[src/sv/motor_velocity_ramp_pd_controller_defines.svh]
// ---------------------------------------------------------------------------
// Assertion macros for the velocity ramp PD controller
// Concurrent checks that compile away when SYNTH is defined.
// ---------------------------------------------------------------------------
`ifndef MOTOR_VELOCITY_RAMP_PD_CONTROLLER_DEFINES_SVH
`define MOTOR_VELOCITY_RAMP_PD_CONTROLLER_DEFINES_SVH

`ifndef SYNTH
// same-cycle implication
`define MVR_ASSERT_IMPL(label, clk, rst_n, pre, post) \
    label: assert property (@(posedge clk) disable iff (!rst_n) (pre) |-> (post)) \
        else $error("implication check failed");
// next-cycle implication
`define MVR_ASSERT_NEXT(label, clk, rst_n, pre, post) \
    label: assert property (@(posedge clk) disable iff (!rst_n) (pre) |=> (post)) \
        else $error("next-cycle check failed");
`else
`define MVR_ASSERT_IMPL(label, clk, rst_n, pre, post)
`define MVR_ASSERT_NEXT(label, clk, rst_n, pre, post)
`endif

`endif

[src/sv/mvr_pkg.sv]
// ---------------------------------------------------------------------------
// mvr_pkg
// Shared constants, register codes and controller/datapath interface types.
// ---------------------------------------------------------------------------
package mvr_pkg;

    // field widths
    localparam int DELTA_W    = 16;
    localparam int TARGET_W   = 24;
    localparam int GAIN_W     = 16;
    localparam int EFFORT_W   = 22;
    localparam int DUTY_W     = 16;
    localparam int MEAS_OUT_W = 32;
    localparam int CFG_IDX_W  = 3;
    localparam int CFG_DATA_W = 16;

    // stream packing
    localparam int IN_DATA_W  = 40;
    localparam int IN_USER_W  = 1;
    localparam int OUT_DATA_W = 72;
    localparam int OUT_PAD_W  = OUT_DATA_W - (DUTY_W + 1 + EFFORT_W + MEAS_OUT_W);

    localparam int HISTORY_DEPTH = 4;

    // 33.372 mm/s per count in Q.8
    localparam logic [14:0] VEL_PER_COUNT = 15'd8543;

    // accumulator clamp, 7700 in Q.8
    localparam logic signed [EFFORT_W-1:0] EFFORT_LIMIT = 22'sd1971200;
    localparam logic signed [EFFORT_W-1:0] EFFORT_NEG   = -22'sd1971200;

    // pwm scaling: limit = PWM_DIVISOR * 2^PWM_PRE_SHIFT
    localparam logic [10:0] PWM_DIVISOR   = 11'd1925;
    localparam int          PWM_PRE_SHIFT = 10;
    localparam int          PWM_NUM_W     = 27;

    // floor(n / PWM_DIVISOR) = (n * PWM_RECIP) >> PWM_RECIP_SHIFT for n below 2^27
    localparam int                     PWM_RECIP_W     = 28;
    localparam logic [PWM_RECIP_W-1:0] PWM_RECIP       = 28'd142793718;
    localparam int                     PWM_RECIP_SHIFT = 38;

    // fixed-point shifts
    localparam int HG_SHIFT = 14;
    localparam int PD_SHIFT = 12;

    // shared multiplier: one nibble of the gain per step
    localparam int NIB_W     = 4;
    localparam int MUL_STEPS = GAIN_W / NIB_W;

    // register reset values
    localparam logic [GAIN_W-1:0] PROP_GAIN_RST   = 16'd1720;
    localparam logic [GAIN_W-1:0] DERIV_GAIN_RST  = 16'd2540;
    localparam logic [GAIN_W-1:0] RAMP_STEP_RST   = 16'd448;
    localparam logic [GAIN_W-1:0] HANDLE_GAIN_RST = 16'd16384;
    localparam logic [GAIN_W-1:0] PWM_PERIOD_RST  = 16'd8399;

    typedef enum logic [CFG_IDX_W-1:0] {
        CFG_PROP_GAIN   = 3'd0,
        CFG_DERIV_GAIN  = 3'd1,
        CFG_RAMP_STEP   = 3'd2,
        CFG_HANDLE_GAIN = 3'd3,
        CFG_PWM_PERIOD  = 3'd4,
        CFG_DIR_INVERT  = 3'd5
    } t_cfg_index;

    typedef enum logic [1:0] {
        MSEL_HG  = 2'd0,
        MSEL_KP  = 2'd1,
        MSEL_KD  = 2'd2,
        MSEL_PWM = 2'd3
    } t_mul_sel;

    typedef struct packed {
        logic     load_in;
        logic     calc_vel;
        logic     calc_meas;
        logic     mul_start;
        t_mul_sel mul_sel;
        logic     calc_err;
        logic     calc_diff;
        logic     latch_p;
        logic     calc_acc;
        logic     div_start;
        logic     load_out;
    } t_dp_cmd;

    typedef struct packed {
        logic enable;
        logic mul_busy;
        logic mul_done;
        logic div_done;
    } t_dp_status;

endpackage

[src/sv/motor_velocity_ramp_pd_controller.sv]
// ---------------------------------------------------------------------------
// motor_velocity_ramp_pd_controller
// One motor axis per tick: velocity estimate, setpoint ramp, incremental PD.
// ---------------------------------------------------------------------------
// Usage:
//   One input beat per control tick on the s_axis channel; one result beat
//   per input beat on the m_axis channel. Gains, ramp step, handle gain,
//   pwm period and direction sense are written through the cfg port while
//   no tick is in flight.
// Tick sequence:
//   An enabled tick makes four passes through the shared 4-bit-digit
//   multiplier and then the reciprocal pwm divide before its result is
//   valid; a disabled tick skips them. The next beat is accepted in the cycle
//   after the result is loaded, so ticks do not overlap.
// Reset:
//   Registers return to their default values; setpoint, previous velocity,
//   error history and accumulator clear; both channels go idle.
// Stall:
//   A finished result waits in the output register; a new input beat is taken
//   meanwhile, and its result waits in the last step until the slot frees.
// ---------------------------------------------------------------------------
`include "motor_velocity_ramp_pd_controller_defines.svh"

module motor_velocity_ramp_pd_controller import mvr_pkg::*; #(
    parameter int VEL_WIDTH = 32
) (
    input  logic                  i_clk,
    input  logic                  i_rst_n,
    // configuration write port
    input  logic                  i_cfg_we,
    input  logic [CFG_IDX_W-1:0]  i_cfg_index,
    input  logic [CFG_DATA_W-1:0] i_cfg_wdata,
    // input stream
    input  logic                  s_axis_tvalid,
    output logic                  s_axis_tready,
    input  logic [IN_DATA_W-1:0]  s_axis_tdata,   // encoder_delta, target_velocity
    input  logic [IN_USER_W-1:0]  s_axis_tuser,   // enable
    // result stream
    output logic                  m_axis_tvalid,
    input  logic                  m_axis_tready,
    output logic [OUT_DATA_W-1:0] m_axis_tdata    // pwm_duty, drive_direction,
                                                  // control_effort, measured_velocity
);

    t_dp_cmd                      w_cmd;
    t_dp_status                   w_status;
    logic [DUTY_W-1:0]            w_duty;
    logic                         w_dir;
    logic signed [EFFORT_W-1:0]   w_effort;
    logic signed [MEAS_OUT_W-1:0] w_meas;

    mvr_ctrl u_ctrl (
        .i_clk       (i_clk),
        .i_rst_n     (i_rst_n),
        .i_in_valid  (s_axis_tvalid),
        .o_in_ready  (s_axis_tready),
        .o_out_valid (m_axis_tvalid),
        .i_out_ready (m_axis_tready),
        .i_status    (w_status),
        .o_cmd       (w_cmd)
    );

    mvr_datapath #(
        .VEL_WIDTH (VEL_WIDTH)
    ) u_datapath (
        .i_clk               (i_clk),
        .i_rst_n             (i_rst_n),
        .i_cfg_we            (i_cfg_we),
        .i_cfg_index         (i_cfg_index),
        .i_cfg_wdata         (i_cfg_wdata),
        .i_encoder_delta     (s_axis_tdata[DELTA_W-1:0]),
        .i_target_velocity   (s_axis_tdata[DELTA_W+TARGET_W-1:DELTA_W]),
        .i_enable            (s_axis_tuser[0]),
        .i_cmd               (w_cmd),
        .o_status            (w_status),
        .o_pwm_duty          (w_duty),
        .o_drive_direction   (w_dir),
        .o_control_effort    (w_effort),
        .o_measured_velocity (w_meas)
    );

    // pack the result beat, lowest field first
    assign m_axis_tdata = {{OUT_PAD_W{1'b0}}, w_meas, w_effort, w_dir, w_duty};

    // checks
    `MVR_ASSERT_NEXT(a_accept_busy, i_clk, i_rst_n, s_axis_tvalid && s_axis_tready, !s_axis_tready)
    `MVR_ASSERT_IMPL(a_mul_no_restart, i_clk, i_rst_n, w_cmd.mul_start, !w_status.mul_busy)
    `MVR_ASSERT_IMPL(a_dir_needs_duty, i_clk, i_rst_n, m_axis_tvalid && w_dir, w_duty != '0)
    `MVR_ASSERT_IMPL(a_effort_range, i_clk, i_rst_n, m_axis_tvalid, (w_effort <= EFFORT_LIMIT) && (w_effort >= EFFORT_NEG))

endmodule

[src/sv/mvr_mul.sv]
// ---------------------------------------------------------------------------
// mvr_mul
// Shared signed-by-unsigned multiplier, one 4-bit gain digit per cycle.
// ---------------------------------------------------------------------------
module mvr_mul import mvr_pkg::*; #(
    parameter int A_W = 35
) (
    input  logic                        i_clk,
    input  logic                        i_rst_n,
    input  logic                        i_start,
    input  logic signed [A_W-1:0]       i_a,
    input  logic [GAIN_W-1:0]           i_b,
    output logic signed [A_W+GAIN_W-1:0] o_prod,
    output logic                        o_busy,
    output logic                        o_done
);

    localparam int P_W   = A_W + GAIN_W;
    localparam int CNT_W = $clog2(MUL_STEPS);

    logic signed [A_W-1:0]   r_a;
    logic [GAIN_W-1:0]       r_b;
    logic signed [P_W-1:0]   r_prod;
    logic [CNT_W-1:0]        r_cnt;
    logic                    r_busy;
    logic                    r_done;
    logic signed [A_W+NIB_W:0] w_part;

    // partial product of the top remaining digit
    assign w_part = r_a * $signed({1'b0, r_b[GAIN_W-1 -: NIB_W]});

    // sequencing
    always_ff @(posedge i_clk) begin
        if (!i_rst_n) begin
            r_busy <= 1'b0;
            r_done <= 1'b0;
            r_cnt  <= '0;
        end else begin
            r_done <= 1'b0;
            if (i_start) begin
                r_busy <= 1'b1;
                r_cnt  <= '0;
            end else if (r_busy) begin
                r_cnt <= r_cnt + 1'b1;
                if (r_cnt == CNT_W'(MUL_STEPS - 1)) begin
                    r_busy <= 1'b0;
                    r_done <= 1'b1;
                end
            end
        end
    end

    // operands and product, most significant digit first
    always_ff @(posedge i_clk) begin
        if (i_start) begin
            r_a    <= i_a;
            r_b    <= i_b;
            r_prod <= '0;
        end else if (r_busy) begin
            r_b    <= r_b << NIB_W;
            r_prod <= (r_prod <<< NIB_W) + P_W'(w_part);
        end
    end

    assign o_prod = r_prod;
    assign o_busy = r_busy;
    assign o_done = r_done;

endmodule

[src/sv/mvr_div.sv]
// ---------------------------------------------------------------------------
// mvr_div
// Divide by the fixed pwm divisor through a reciprocal multiply, registered.
// ---------------------------------------------------------------------------
module mvr_div import mvr_pkg::*; (
    input  logic                 i_clk,
    input  logic                 i_rst_n,
    input  logic                 i_start,
    input  logic [PWM_NUM_W-1:0] i_num,
    output logic [DUTY_W-1:0]    o_quot,
    output logic                 o_done
);

    localparam int RP_W = PWM_NUM_W + PWM_RECIP_W;

    logic [DUTY_W-1:0] r_quot;
    logic              r_done;
    logic [RP_W-1:0]   w_rprod;

    // numerator is below divisor * 2^16, so the quotient fits the duty field
    assign w_rprod = RP_W'(i_num) * RP_W'(PWM_RECIP);

    // done registered, in the cycle after start
    always_ff @(posedge i_clk) begin
        if (!i_rst_n) begin
            r_done <= 1'b0;
        end else begin
            r_done <= i_start;
        end
    end

    // quotient
    always_ff @(posedge i_clk) begin
        if (i_start) begin
            r_quot <= w_rprod[PWM_RECIP_SHIFT +: DUTY_W];
        end
    end

    assign o_quot = r_quot;
    assign o_done = r_done;

endmodule

[src/sv/mvr_datapath.sv]
// ---------------------------------------------------------------------------
// mvr_datapath
// Velocity, ramp, error history, PD accumulator and pwm scaling registers.
// ---------------------------------------------------------------------------
module mvr_datapath import mvr_pkg::*; #(
    parameter int VEL_WIDTH = 32
) (
    input  logic                       i_clk,
    input  logic                       i_rst_n,
    input  logic                       i_cfg_we,
    input  logic [CFG_IDX_W-1:0]       i_cfg_index,
    input  logic [CFG_DATA_W-1:0]      i_cfg_wdata,
    input  logic signed [DELTA_W-1:0]  i_encoder_delta,
    input  logic signed [TARGET_W-1:0] i_target_velocity,
    input  logic                       i_enable,
    input  t_dp_cmd                    i_cmd,
    output t_dp_status                 o_status,
    output logic [DUTY_W-1:0]          o_pwm_duty,
    output logic                       o_drive_direction,
    output logic signed [EFFORT_W-1:0] o_control_effort,
    output logic signed [MEAS_OUT_W-1:0] o_measured_velocity
);

    localparam int W    = VEL_WIDTH;
    localparam int MA_W = W + 3;
    localparam int MP_W = MA_W + GAIN_W;
    localparam int PT_W = MP_W - PD_SHIFT;
    localparam int AC_W = PT_W + 2;
    localparam int XW   = (W > MEAS_OUT_W) ? W : MEAS_OUT_W;

    localparam logic signed [W-1:0] VEL_MAX = {1'b0, {(W-1){1'b1}}};
    localparam logic signed [W-1:0] VEL_MIN = {1'b1, {(W-1){1'b0}}};
    localparam logic signed [MEAS_OUT_W-1:0] OUT_MAX = {1'b0, {(MEAS_OUT_W-1){1'b1}}};
    localparam logic signed [MEAS_OUT_W-1:0] OUT_MIN = {1'b1, {(MEAS_OUT_W-1){1'b0}}};

    // configuration
    logic [GAIN_W-1:0] r_prop_gain;
    logic [GAIN_W-1:0] r_deriv_gain;
    logic [GAIN_W-1:0] r_ramp_step;
    logic [GAIN_W-1:0] r_handle_gain;
    logic [GAIN_W-1:0] r_pwm_period;
    logic              r_dir_inv;

    // item and state
    logic signed [DELTA_W-1:0]  r_delta;
    logic signed [TARGET_W-1:0] r_target;
    logic                       r_en;
    logic signed [W-1:0]        r_vnow;
    logic signed [W-1:0]        r_prev;
    logic signed [W-1:0]        r_meas;
    logic signed [W-1:0]        r_sp;
    logic signed [W-1:0]        r_hist [HISTORY_DEPTH];
    logic signed [MA_W-1:0]     r_d;
    logic signed [PT_W-1:0]     r_pterm;
    logic signed [EFFORT_W-1:0] r_acc;

    // result
    logic [DUTY_W-1:0]            r_o_duty;
    logic                         r_o_dir;
    logic signed [EFFORT_W-1:0]   r_o_effort;
    logic signed [MEAS_OUT_W-1:0] r_o_meas;

    // combinational
    logic signed [DELTA_W+14:0] w_vprod;
    logic signed [W-1:0]        w_vnow;
    logic signed [W:0]          w_meas_sum;
    logic signed [W+1:0]        w_spx;
    logic signed [W+1:0]        w_tx;
    logic signed [W+1:0]        w_stepx;
    logic signed [W+1:0]        w_ramp;
    logic signed [MA_W-1:0]     w_mul_a;
    logic [GAIN_W-1:0]          w_mul_b;
    logic signed [MP_W-1:0]     w_prod;
    logic signed [MP_W-1:0]     w_scaled_x;
    logic signed [W-1:0]        w_scaled;
    logic signed [W:0]          w_err_x;
    logic signed [W-1:0]        w_e0;
    logic signed [W+3:0]        w_h03;
    logic signed [W+3:0]        w_h12;
    logic signed [W+3:0]        w_d_x;
    logic signed [MP_W-1:0]     w_pd;
    logic signed [AC_W-1:0]     w_acc_x;
    logic signed [EFFORT_W-1:0] w_acc;
    logic [EFFORT_W-1:0]        w_acc_mag;
    logic signed [XW-1:0]       w_meas_x;
    logic signed [MEAS_OUT_W-1:0] w_meas_out;
    logic [DUTY_W-1:0]          w_quot;
    logic                       w_mul_busy;
    logic                       w_mul_done;
    logic                       w_div_done;

    // encoder counts to velocity, saturated
    assign w_vprod = r_delta * $signed({1'b0, VEL_PER_COUNT});
    always_comb begin
        if (w_vprod > VEL_MAX) begin
            w_vnow = VEL_MAX;
        end else if (w_vprod < VEL_MIN) begin
            w_vnow = VEL_MIN;
        end else begin
            w_vnow = W'(w_vprod);
        end
    end

    // two-tick average, floor
    assign w_meas_sum = (W+1)'(r_vnow) + (W+1)'(r_prev);

    // ramp: result stays between old setpoint and target, so it fits
    assign w_spx   = (W+2)'(r_sp);
    assign w_tx    = (W+2)'(r_target);
    assign w_stepx = (W+2)'(r_ramp_step);
    always_comb begin
        w_ramp = w_spx;
        if (w_tx > w_spx) begin
            w_ramp = w_spx + w_stepx;
            if (w_tx < w_ramp) begin
                w_ramp = w_tx;
            end
        end else if (w_tx < w_spx) begin
            w_ramp = w_spx - w_stepx;
            if (w_tx > w_ramp) begin
                w_ramp = w_tx;
            end
        end
    end

    // multiplier operand select
    assign w_acc_mag = EFFORT_W'(r_acc[EFFORT_W-1] ? -r_acc : r_acc);
    always_comb begin
        case (i_cmd.mul_sel)
            MSEL_HG: begin
                w_mul_a = MA_W'(r_sp);
                w_mul_b = r_handle_gain;
            end
            MSEL_KP: begin
                w_mul_a = MA_W'(r_hist[0]);
                w_mul_b = r_prop_gain;
            end
            MSEL_KD: begin
                w_mul_a = r_d;
                w_mul_b = r_deriv_gain;
            end
            MSEL_PWM: begin
                w_mul_a = MA_W'({1'b0, w_acc_mag});
                w_mul_b = r_pwm_period;
            end
            default: begin
                w_mul_a = '0;
                w_mul_b = '0;
            end
        endcase
    end

    mvr_mul #(
        .A_W (MA_W)
    ) u_mul (
        .i_clk   (i_clk),
        .i_rst_n (i_rst_n),
        .i_start (i_cmd.mul_start),
        .i_a     (w_mul_a),
        .i_b     (w_mul_b),
        .o_prod  (w_prod),
        .o_busy  (w_mul_busy),
        .o_done  (w_mul_done)
    );

    mvr_div u_div (
        .i_clk   (i_clk),
        .i_rst_n (i_rst_n),
        .i_start (i_cmd.div_start),
        .i_num   (w_prod[PWM_NUM_W+PWM_PRE_SHIFT-1:PWM_PRE_SHIFT]),
        .o_quot  (w_quot),
        .o_done  (w_div_done)
    );

    // scaled setpoint and new error, both saturated
    assign w_scaled_x = w_prod >>> HG_SHIFT;
    always_comb begin
        if (w_scaled_x > VEL_MAX) begin
            w_scaled = VEL_MAX;
        end else if (w_scaled_x < VEL_MIN) begin
            w_scaled = VEL_MIN;
        end else begin
            w_scaled = W'(w_scaled_x);
        end
    end

    assign w_err_x = (W+1)'(w_scaled) - (W+1)'(r_meas);
    always_comb begin
        if (w_err_x > VEL_MAX) begin
            w_e0 = VEL_MAX;
        end else if (w_err_x < VEL_MIN) begin
            w_e0 = VEL_MIN;
        end else begin
            w_e0 = W'(w_err_x);
        end
    end

    // four-sample difference: (e0 - e3) + 3 * (e1 - e2)
    assign w_h03 = (W+4)'(r_hist[0]) - (W+4)'(r_hist[3]);
    assign w_h12 = (W+4)'(r_hist[1]) - (W+4)'(r_hist[2]);
    assign w_d_x = w_h03 + w_h12 + (w_h12 <<< 1);

    // accumulator update and clamp
    assign w_pd    = w_prod >>> PD_SHIFT;
    assign w_acc_x = AC_W'(r_acc) + AC_W'(r_pterm) + AC_W'(PT_W'(w_pd));
    always_comb begin
        if (w_acc_x > EFFORT_LIMIT) begin
            w_acc = EFFORT_LIMIT;
        end else if (w_acc_x < EFFORT_NEG) begin
            w_acc = EFFORT_NEG;
        end else begin
            w_acc = EFFORT_W'(w_acc_x);
        end
    end

    // measured velocity onto the 32-bit output
    assign w_meas_x = XW'(r_meas);
    always_comb begin
        if (w_meas_x > OUT_MAX) begin
            w_meas_out = OUT_MAX;
        end else if (w_meas_x < OUT_MIN) begin
            w_meas_out = OUT_MIN;
        end else begin
            w_meas_out = MEAS_OUT_W'(w_meas_x);
        end
    end

    // configuration writes, unknown index ignored
    always_ff @(posedge i_clk) begin
        if (!i_rst_n) begin
            r_prop_gain   <= PROP_GAIN_RST;
            r_deriv_gain  <= DERIV_GAIN_RST;
            r_ramp_step   <= RAMP_STEP_RST;
            r_handle_gain <= HANDLE_GAIN_RST;
            r_pwm_period  <= PWM_PERIOD_RST;
            r_dir_inv     <= 1'b0;
        end else if (i_cfg_we) begin
            unique case (i_cfg_index)
                CFG_PROP_GAIN:   r_prop_gain   <= i_cfg_wdata;
                CFG_DERIV_GAIN:  r_deriv_gain  <= i_cfg_wdata;
                CFG_RAMP_STEP:   r_ramp_step   <= i_cfg_wdata;
                CFG_HANDLE_GAIN: r_handle_gain <= i_cfg_wdata;
                CFG_PWM_PERIOD:  r_pwm_period  <= i_cfg_wdata;
                CFG_DIR_INVERT:  r_dir_inv     <= i_cfg_wdata[0];
                default: begin
                end
            endcase
        end
    end

    // controller state carried between ticks
    always_ff @(posedge i_clk) begin
        if (!i_rst_n) begin
            r_prev <= '0;
            r_sp   <= '0;
            r_acc  <= '0;
            for (int i = 0; i < HISTORY_DEPTH; i++) begin
                r_hist[i] <= '0;
            end
        end else begin
            if (i_cmd.calc_meas) begin
                r_prev <= r_vnow;
                if (r_en) begin
                    r_sp <= W'(w_ramp);
                end else begin
                    r_acc <= '0;
                end
            end
            if (i_cmd.calc_err) begin
                r_hist[0] <= w_e0;
                for (int i = 1; i < HISTORY_DEPTH; i++) begin
                    r_hist[i] <= r_hist[i-1];
                end
            end
            if (i_cmd.calc_acc) begin
                r_acc <= w_acc;
            end
        end
    end

    // per-item working registers
    always_ff @(posedge i_clk) begin
        if (i_cmd.load_in) begin
            r_delta  <= i_encoder_delta;
            r_target <= i_target_velocity;
            r_en     <= i_enable;
        end
        if (i_cmd.calc_vel) begin
            r_vnow <= w_vnow;
        end
        if (i_cmd.calc_meas) begin
            r_meas <= w_meas_sum[W:1];
        end
        if (i_cmd.calc_diff) begin
            r_d <= MA_W'(w_d_x);
        end
        if (i_cmd.latch_p) begin
            r_pterm <= PT_W'(w_pd);
        end
    end

    // result register; direction follows the accumulator sign unless inverted, low on zero duty
    always_ff @(posedge i_clk) begin
        if (i_cmd.load_out) begin
            r_o_duty   <= r_en ? w_quot : '0;
            r_o_dir    <= r_en && (w_quot != '0) && (r_acc[EFFORT_W-1] ^ ~r_dir_inv);
            r_o_effort <= r_acc;
            r_o_meas   <= w_meas_out;
        end
    end

    assign o_status.enable   = r_en;
    assign o_status.mul_busy = w_mul_busy;
    assign o_status.mul_done = w_mul_done;
    assign o_status.div_done = w_div_done;

    assign o_pwm_duty          = r_o_duty;
    assign o_drive_direction   = r_o_dir;
    assign o_control_effort    = r_o_effort;
    assign o_measured_velocity = r_o_meas;

endmodule

[src/sv/mvr_ctrl.sv]
// ---------------------------------------------------------------------------
// mvr_ctrl
// Sequencer for one control tick and the output beat handshake.
// ---------------------------------------------------------------------------
module mvr_ctrl import mvr_pkg::*; (
    input  logic       i_clk,
    input  logic       i_rst_n,
    input  logic       i_in_valid,
    output logic       o_in_ready,
    output logic       o_out_valid,
    input  logic       i_out_ready,
    input  t_dp_status i_status,
    output t_dp_cmd    o_cmd
);

    typedef enum logic [15:0] {
        S_IDLE     = 16'h0001,
        S_VEL      = 16'h0002,
        S_MEAS     = 16'h0004,
        S_HG_GO    = 16'h0008,
        S_HG_WAIT  = 16'h0010,
        S_ERR      = 16'h0020,
        S_KP_GO    = 16'h0040,
        S_KP_WAIT  = 16'h0080,
        S_KD_GO    = 16'h0100,
        S_KD_WAIT  = 16'h0200,
        S_ACC      = 16'h0400,
        S_PWM_GO   = 16'h0800,
        S_PWM_WAIT = 16'h1000,
        S_DIV_GO   = 16'h2000,
        S_DIV_WAIT = 16'h4000,
        S_DONE     = 16'h8000
    } t_state;

    t_state  r_state;
    t_state  n_state;
    logic    r_out_valid;
    logic    n_out_valid;
    t_dp_cmd w_cmd;

    // next state and datapath commands
    always_comb begin
        n_state = r_state;
        w_cmd   = '0;
        unique case (r_state)
            S_IDLE: begin
                if (i_in_valid) begin
                    w_cmd.load_in = 1'b1;
                    n_state       = S_VEL;
                end
            end
            S_VEL: begin
                w_cmd.calc_vel = 1'b1;
                n_state        = S_MEAS;
            end
            S_MEAS: begin
                w_cmd.calc_meas = 1'b1;
                n_state         = i_status.enable ? S_HG_GO : S_DONE;
            end
            S_HG_GO: begin
                w_cmd.mul_start = 1'b1;
                w_cmd.mul_sel   = MSEL_HG;
                n_state         = S_HG_WAIT;
            end
            S_HG_WAIT: begin
                if (i_status.mul_done) n_state = S_ERR;
            end
            S_ERR: begin
                w_cmd.calc_err = 1'b1;
                n_state        = S_KP_GO;
            end
            S_KP_GO: begin
                w_cmd.mul_start = 1'b1;
                w_cmd.mul_sel   = MSEL_KP;
                w_cmd.calc_diff = 1'b1;
                n_state         = S_KP_WAIT;
            end
            S_KP_WAIT: begin
                if (i_status.mul_done) n_state = S_KD_GO;
            end
            S_KD_GO: begin
                w_cmd.latch_p   = 1'b1;
                w_cmd.mul_start = 1'b1;
                w_cmd.mul_sel   = MSEL_KD;
                n_state         = S_KD_WAIT;
            end
            S_KD_WAIT: begin
                if (i_status.mul_done) n_state = S_ACC;
            end
            S_ACC: begin
                w_cmd.calc_acc = 1'b1;
                n_state        = S_PWM_GO;
            end
            S_PWM_GO: begin
                w_cmd.mul_start = 1'b1;
                w_cmd.mul_sel   = MSEL_PWM;
                n_state         = S_PWM_WAIT;
            end
            S_PWM_WAIT: begin
                if (i_status.mul_done) n_state = S_DIV_GO;
            end
            S_DIV_GO: begin
                w_cmd.div_start = 1'b1;
                n_state         = S_DIV_WAIT;
            end
            S_DIV_WAIT: begin
                if (i_status.div_done) n_state = S_DONE;
            end
            S_DONE: begin
                // wait for the output register to free up
                if (!r_out_valid || i_out_ready) begin
                    w_cmd.load_out = 1'b1;
                    n_state        = S_IDLE;
                end
            end
            default: n_state = S_IDLE;
        endcase
    end

    // output beat valid
    always_comb begin
        n_out_valid = r_out_valid;
        if (r_out_valid && i_out_ready) n_out_valid = 1'b0;
        if (w_cmd.load_out)             n_out_valid = 1'b1;
    end

    always_ff @(posedge i_clk) begin
        if (!i_rst_n) begin
            r_state     <= S_IDLE;
            r_out_valid <= 1'b0;
        end else begin
            r_state     <= n_state;
            r_out_valid <= n_out_valid;
        end
    end

    assign o_in_ready  = (r_state == S_IDLE);
    assign o_out_valid = r_out_valid;
    assign o_cmd       = w_cmd;

endmodule

[config.mk]
export PLATFORM = sky130hd
export DESIGN_NAME = motor_velocity_ramp_pd_controller
export DESIGN_NICKNAME = d
export VERILOG_FILES = /design/src/sv/mvr_pkg.sv /design/src/sv/motor_velocity_ramp_pd_controller.sv /design/src/sv/mvr_mul.sv /design/src/sv/mvr_div.sv /design/src/sv/mvr_datapath.sv /design/src/sv/mvr_ctrl.sv
export VERILOG_INCLUDE_DIRS = /design/src /design/src/sv
export SDC_FILE = /design/constraint.sdc
export NUM_CORES = 2
export LEC_CHECK = 0
export BUFFER_PORTS_ARGS = -buffer_cell sky130_fd_sc_hd__buf_4
export CELL_PAD_IN_SITES_DETAIL_PLACEMENT = 1
export CELL_PAD_IN_SITES_GLOBAL_PLACEMENT = 2
export CORE_MARGIN = 2
export CORE_UTILIZATION = 30
export CTS_CLUSTER_DIAMETER = 60
export DETAILED_ROUTE_END_ITERATION = 8
export GPL_ROUTABILITY_DRIVEN = 0
export PLACE_DENSITY_LB_ADDON = 0.1
export SLEW_MARGIN = 20
export SYNTH_ARGS = -nofsm -noshare
export SYNTH_HDL_FRONTEND = slang
export SYNTH_SLANG_ARGS = --single-unit
[constraint.sdc]
create_clock -name i_clk -period 8.05 [get_ports i_clk]
set_input_delay 1.61 -clock i_clk [delete_from_list [all_inputs] [get_ports i_clk]]
set_output_delay 1.61 -clock i_clk [all_outputs]
set_load 0.02 [all_outputs]
==> impl_metrics.ini <==
[critical_path]
path_max_fanout = 9
path_class = reg -> reg
crit_required_ns = 8.52
reg2reg_setup_slack_ns = 0.61
reg2reg_depth = 23
worstPathArrival_ns = 7.91
endpoint_kind = register
worst_setup_path_start_kind = register

[floorplanning]
core_mm2 = 0.2117
initial_core_util_pct = 30.10
io_pins = 139
dieArea_mm2 = 0.2161
rows = 169
dieWidth_um = 464.8
die_h_um = 464.8

[status]
outcome = completed

[sta]
hold_viol_final = 0
whs_ns = 0.4463
maxSlewViolCount = 0
skew_ns = 0.04094
period_needed_ns = 7.436
grt_setup_unrepaired = no
worst_pin_slew_ns = 1.044
tns_ns = 0
slew_headroom_pct = 30.23
max_freq_ghz = 0.1345
setup_viol = 0
timing.final.ws_setup_ns = 0.6140
fin_crit_sh_pct = 92.37

[synthesis]
netlist_area_mm2 = 0.06371
synth_area_leaders = edfxtp_1 21%, fa_1 19%, ha_1 16%, dfxtp_1 7.5%, inv_1 4.9%
syn_area_per_cell_um2 = 10.00
synthCells = 6368
synth_edf_count = 445
syn_nets = 7833
ys_async_sr_fraction_pct = 0
yosysTopAreaCell = edfxtp_1
seq_area_frac_synth_pct = 28.52
ys_types = 96
ys_ff_latch = 685
synthFlopType = edfxtp_1
yosys_warnings = 0
synth_top_area_share_pct = 20.97

[clocking]
cts_buffers = 110
cts.sinks = 685
cts_tree = yes
cts_setup_buffers = 0
clkSlewWorstSetupHoldPaths_ns = 0.05
cts_root_buffer = clkbuf_16
htreeDepth = 3
clk_latency_ns = 0.76
clk_path_buf_depth = 3

[finish]
fin_nets = 7987
layout-drive-gt1-share_pct = 8.173
area_growth_pct = 13.37

[routing]
wire_per_inst_um = 23.16
drcViolationCount = 0
drtIter0Drc = 2344
wl_mm = 218.7
vias = 47108
first_pass_iters = 5
postRouteAntennaNets = 0
vias_per_cell = 4.988

[global_routing]
antenna_found_initial = 11
first_global_vias = 51133
grt_first_pass_wirelength_mm = 332.0
gr-total-overflow = 0
gr-usage-all-layers_pct = 20.23
grt_max_degree = 89

[min_path]
worstHoldPathType = reg -> reg
hold_path_depth = 0

[placement]
post-dp-hpwl_mm = 176.8
place_worst_setup_slack_ns = 0.4734
io_buffers = 137

[flow_run]
cap_violations = 0
==> state kept, by name (all words and copies together) (netlist names), 24 cells and up <==
name	cells
u_datapath.r_hist	128
u_datapath.r_sp	32
u_datapath.r_vnow	32
u_datapath.r_meas	32
u_datapath.u_mul.r_a	35
u_datapath.r_prev	32
u_datapath.r_pterm	39
u_datapath.r_d	35
u_datapath.u_mul.o_prod	51
u_datapath.o_measured_velocity	32
u_datapath.r_target	24
==> placed cells by master, fill, tap and decap left out, types with 19 or more instances in the layout <==
master / netlist / final
o21bai_1: 22 / 22
and3_1: 130 / 130
nand4_1: 59 / 59
xor2_1: 75 / 75
nor2b_1: 58 / 57
edfxtp_1: 445 / 445
nor3_1: 87 / 81
nand2b_1: 61 / 60
a22oi_1: 26 / 26
a21o_1: 164 / 164
or3_1: 27 / 27
buf_4: 2 / 260
a21oi_1: 416 / 416
xnor2_1: 235 / 235
clkbuf_16: 0 / 113
ha_1: 795 / 795
nor2_1: 285 / 280
o31ai_1: 25 / 25
a31oi_1: 25 / 24
nand3_1: 94 / 94
a211oi_1: 50 / 50
nor4_1: 30 / 29
a21boi_0: 33 / 33
nand2_1: 461 / 460
inv_1: 832 / 831
dfxtp_1: 240 / 236
o21a_1: 69 / 69
or2_2: 19 / 19
o22ai_1: 19 / 19
a221oi_1: 29 / 29
and2_1: 173 / 172
o21ai_0: 250 / 249
fa_1: 605 / 605
mux2i_1: 53 / 53
==> repair_timing <==
item / CTS / global route
setup endpoints to repair: 0 / 1
gates resized for setup: 0 / 3
hold buffers: 0 / 0
==> per-stage QoR <==
stage,area [µm²],utilization [%],cells
floorplan,63710,-,6368
global placement,68470,32.35,9231
detailed placement,68480,32.35,9231
CTS,72200,34.11,9440
global route,72220,34.12,9441
finish,72230,34.12,9445
==> layout make-up <==
| type | count | area [µm²] |
|---|---|---|
| clock inverter | 72 | 689.4 |
| timing repair buffer | 261 | 1963 |
| clock buffer | 137 | 3028 |
| inverter | 838 | 3148 |
| fill | 23720 | 139400 |
| multi-input combinational | 4626 | 41680 |
| sequential | 685 | 18170 |
| antenna | 5 | 12.51 |
| tap | 2821 | 3530 |
==> synth_stat cells (all sizes together), types with 131 or more instances <==
master,instances
and3,131
o21ai,256
fa,605
ha,795
clkbuf,204
a21o,164
inv,832
and2,173
nor2,285
edfxtp,445
nand2,462
xnor2,235
dfxtp,240
a21oi,418
==> worst max-delay path: stages (launching register included) <==
cell and delay, ns:
dfxtp_1 0.65, ha_1 0.38, fa_1 0.53, fa_1 0.55, inv_1 0.05, fa_1 0.52, inv_1 0.06, fa_1 0.46
fa_1 0.52, fa_1 0.49, ha_1 0.33, a21oi_1 0.35, nand2b_1 0.14, a211oi_1 0.21, o21ai_0 0.14, a221oi_1 0.36
a21oi_1 0.11, buf_4 0.18, o2111ai_1 0.33, a21oi_1 0.16, nor3_2 0.24, o21bai_1 0.13, a21oi_1 0.19, xnor2_1 0.07
==> routing by layer <==
| metal | routed length (µm) | vias up | GRT usage [%] |
|---|---|---|---|
| li1 | - | 22298 | - |
| met1 | 106100 | 24092 | 28.48 |
| met2 | 102700 | 558 | 33.60 |
| met3 | 6161 | 160 | 1.871 |
| met4 | 3722 | 0 | 4.216 |
| met5 | 0 | - | 0 |
==> final timing paths <==
check	from	endpoint
max	u_datapath.u_mul.o_prod[33]$_SDFFE_PN0P_	u_datapath.u_div.o_quot[15]$_DFFE_PP_
min	u_datapath.r_meas[22]$_DFFE_PN_	u_datapath.o_measured_velocity[22]$_SDFFCE_PN1P_
max reg2reg	u_datapath.u_mul.o_prod[33]$_SDFFE_PN0P_	u_datapath.u_div.o_quot[15]$_DFFE_PP_
min reg2reg	u_datapath.r_meas[22]$_DFFE_PN_	u_datapath.o_measured_velocity[22]$_SDFFCE_PN1P_
==> cells by family after synthesis <==
family	share of synthesized area [%]
DFF	28.52
and+or+nand+nor	12.20
adders and majority gates	34.62
xor gates and xnor gates	4.262
muxes	0.8681
other	0.005886
AOI/OAI and AO/OA	13.26
buffers and inverters	6.265
Power is not shown: default switching activity piles up to over one toggle a cycle in this logic, so the estimate is an artifact.
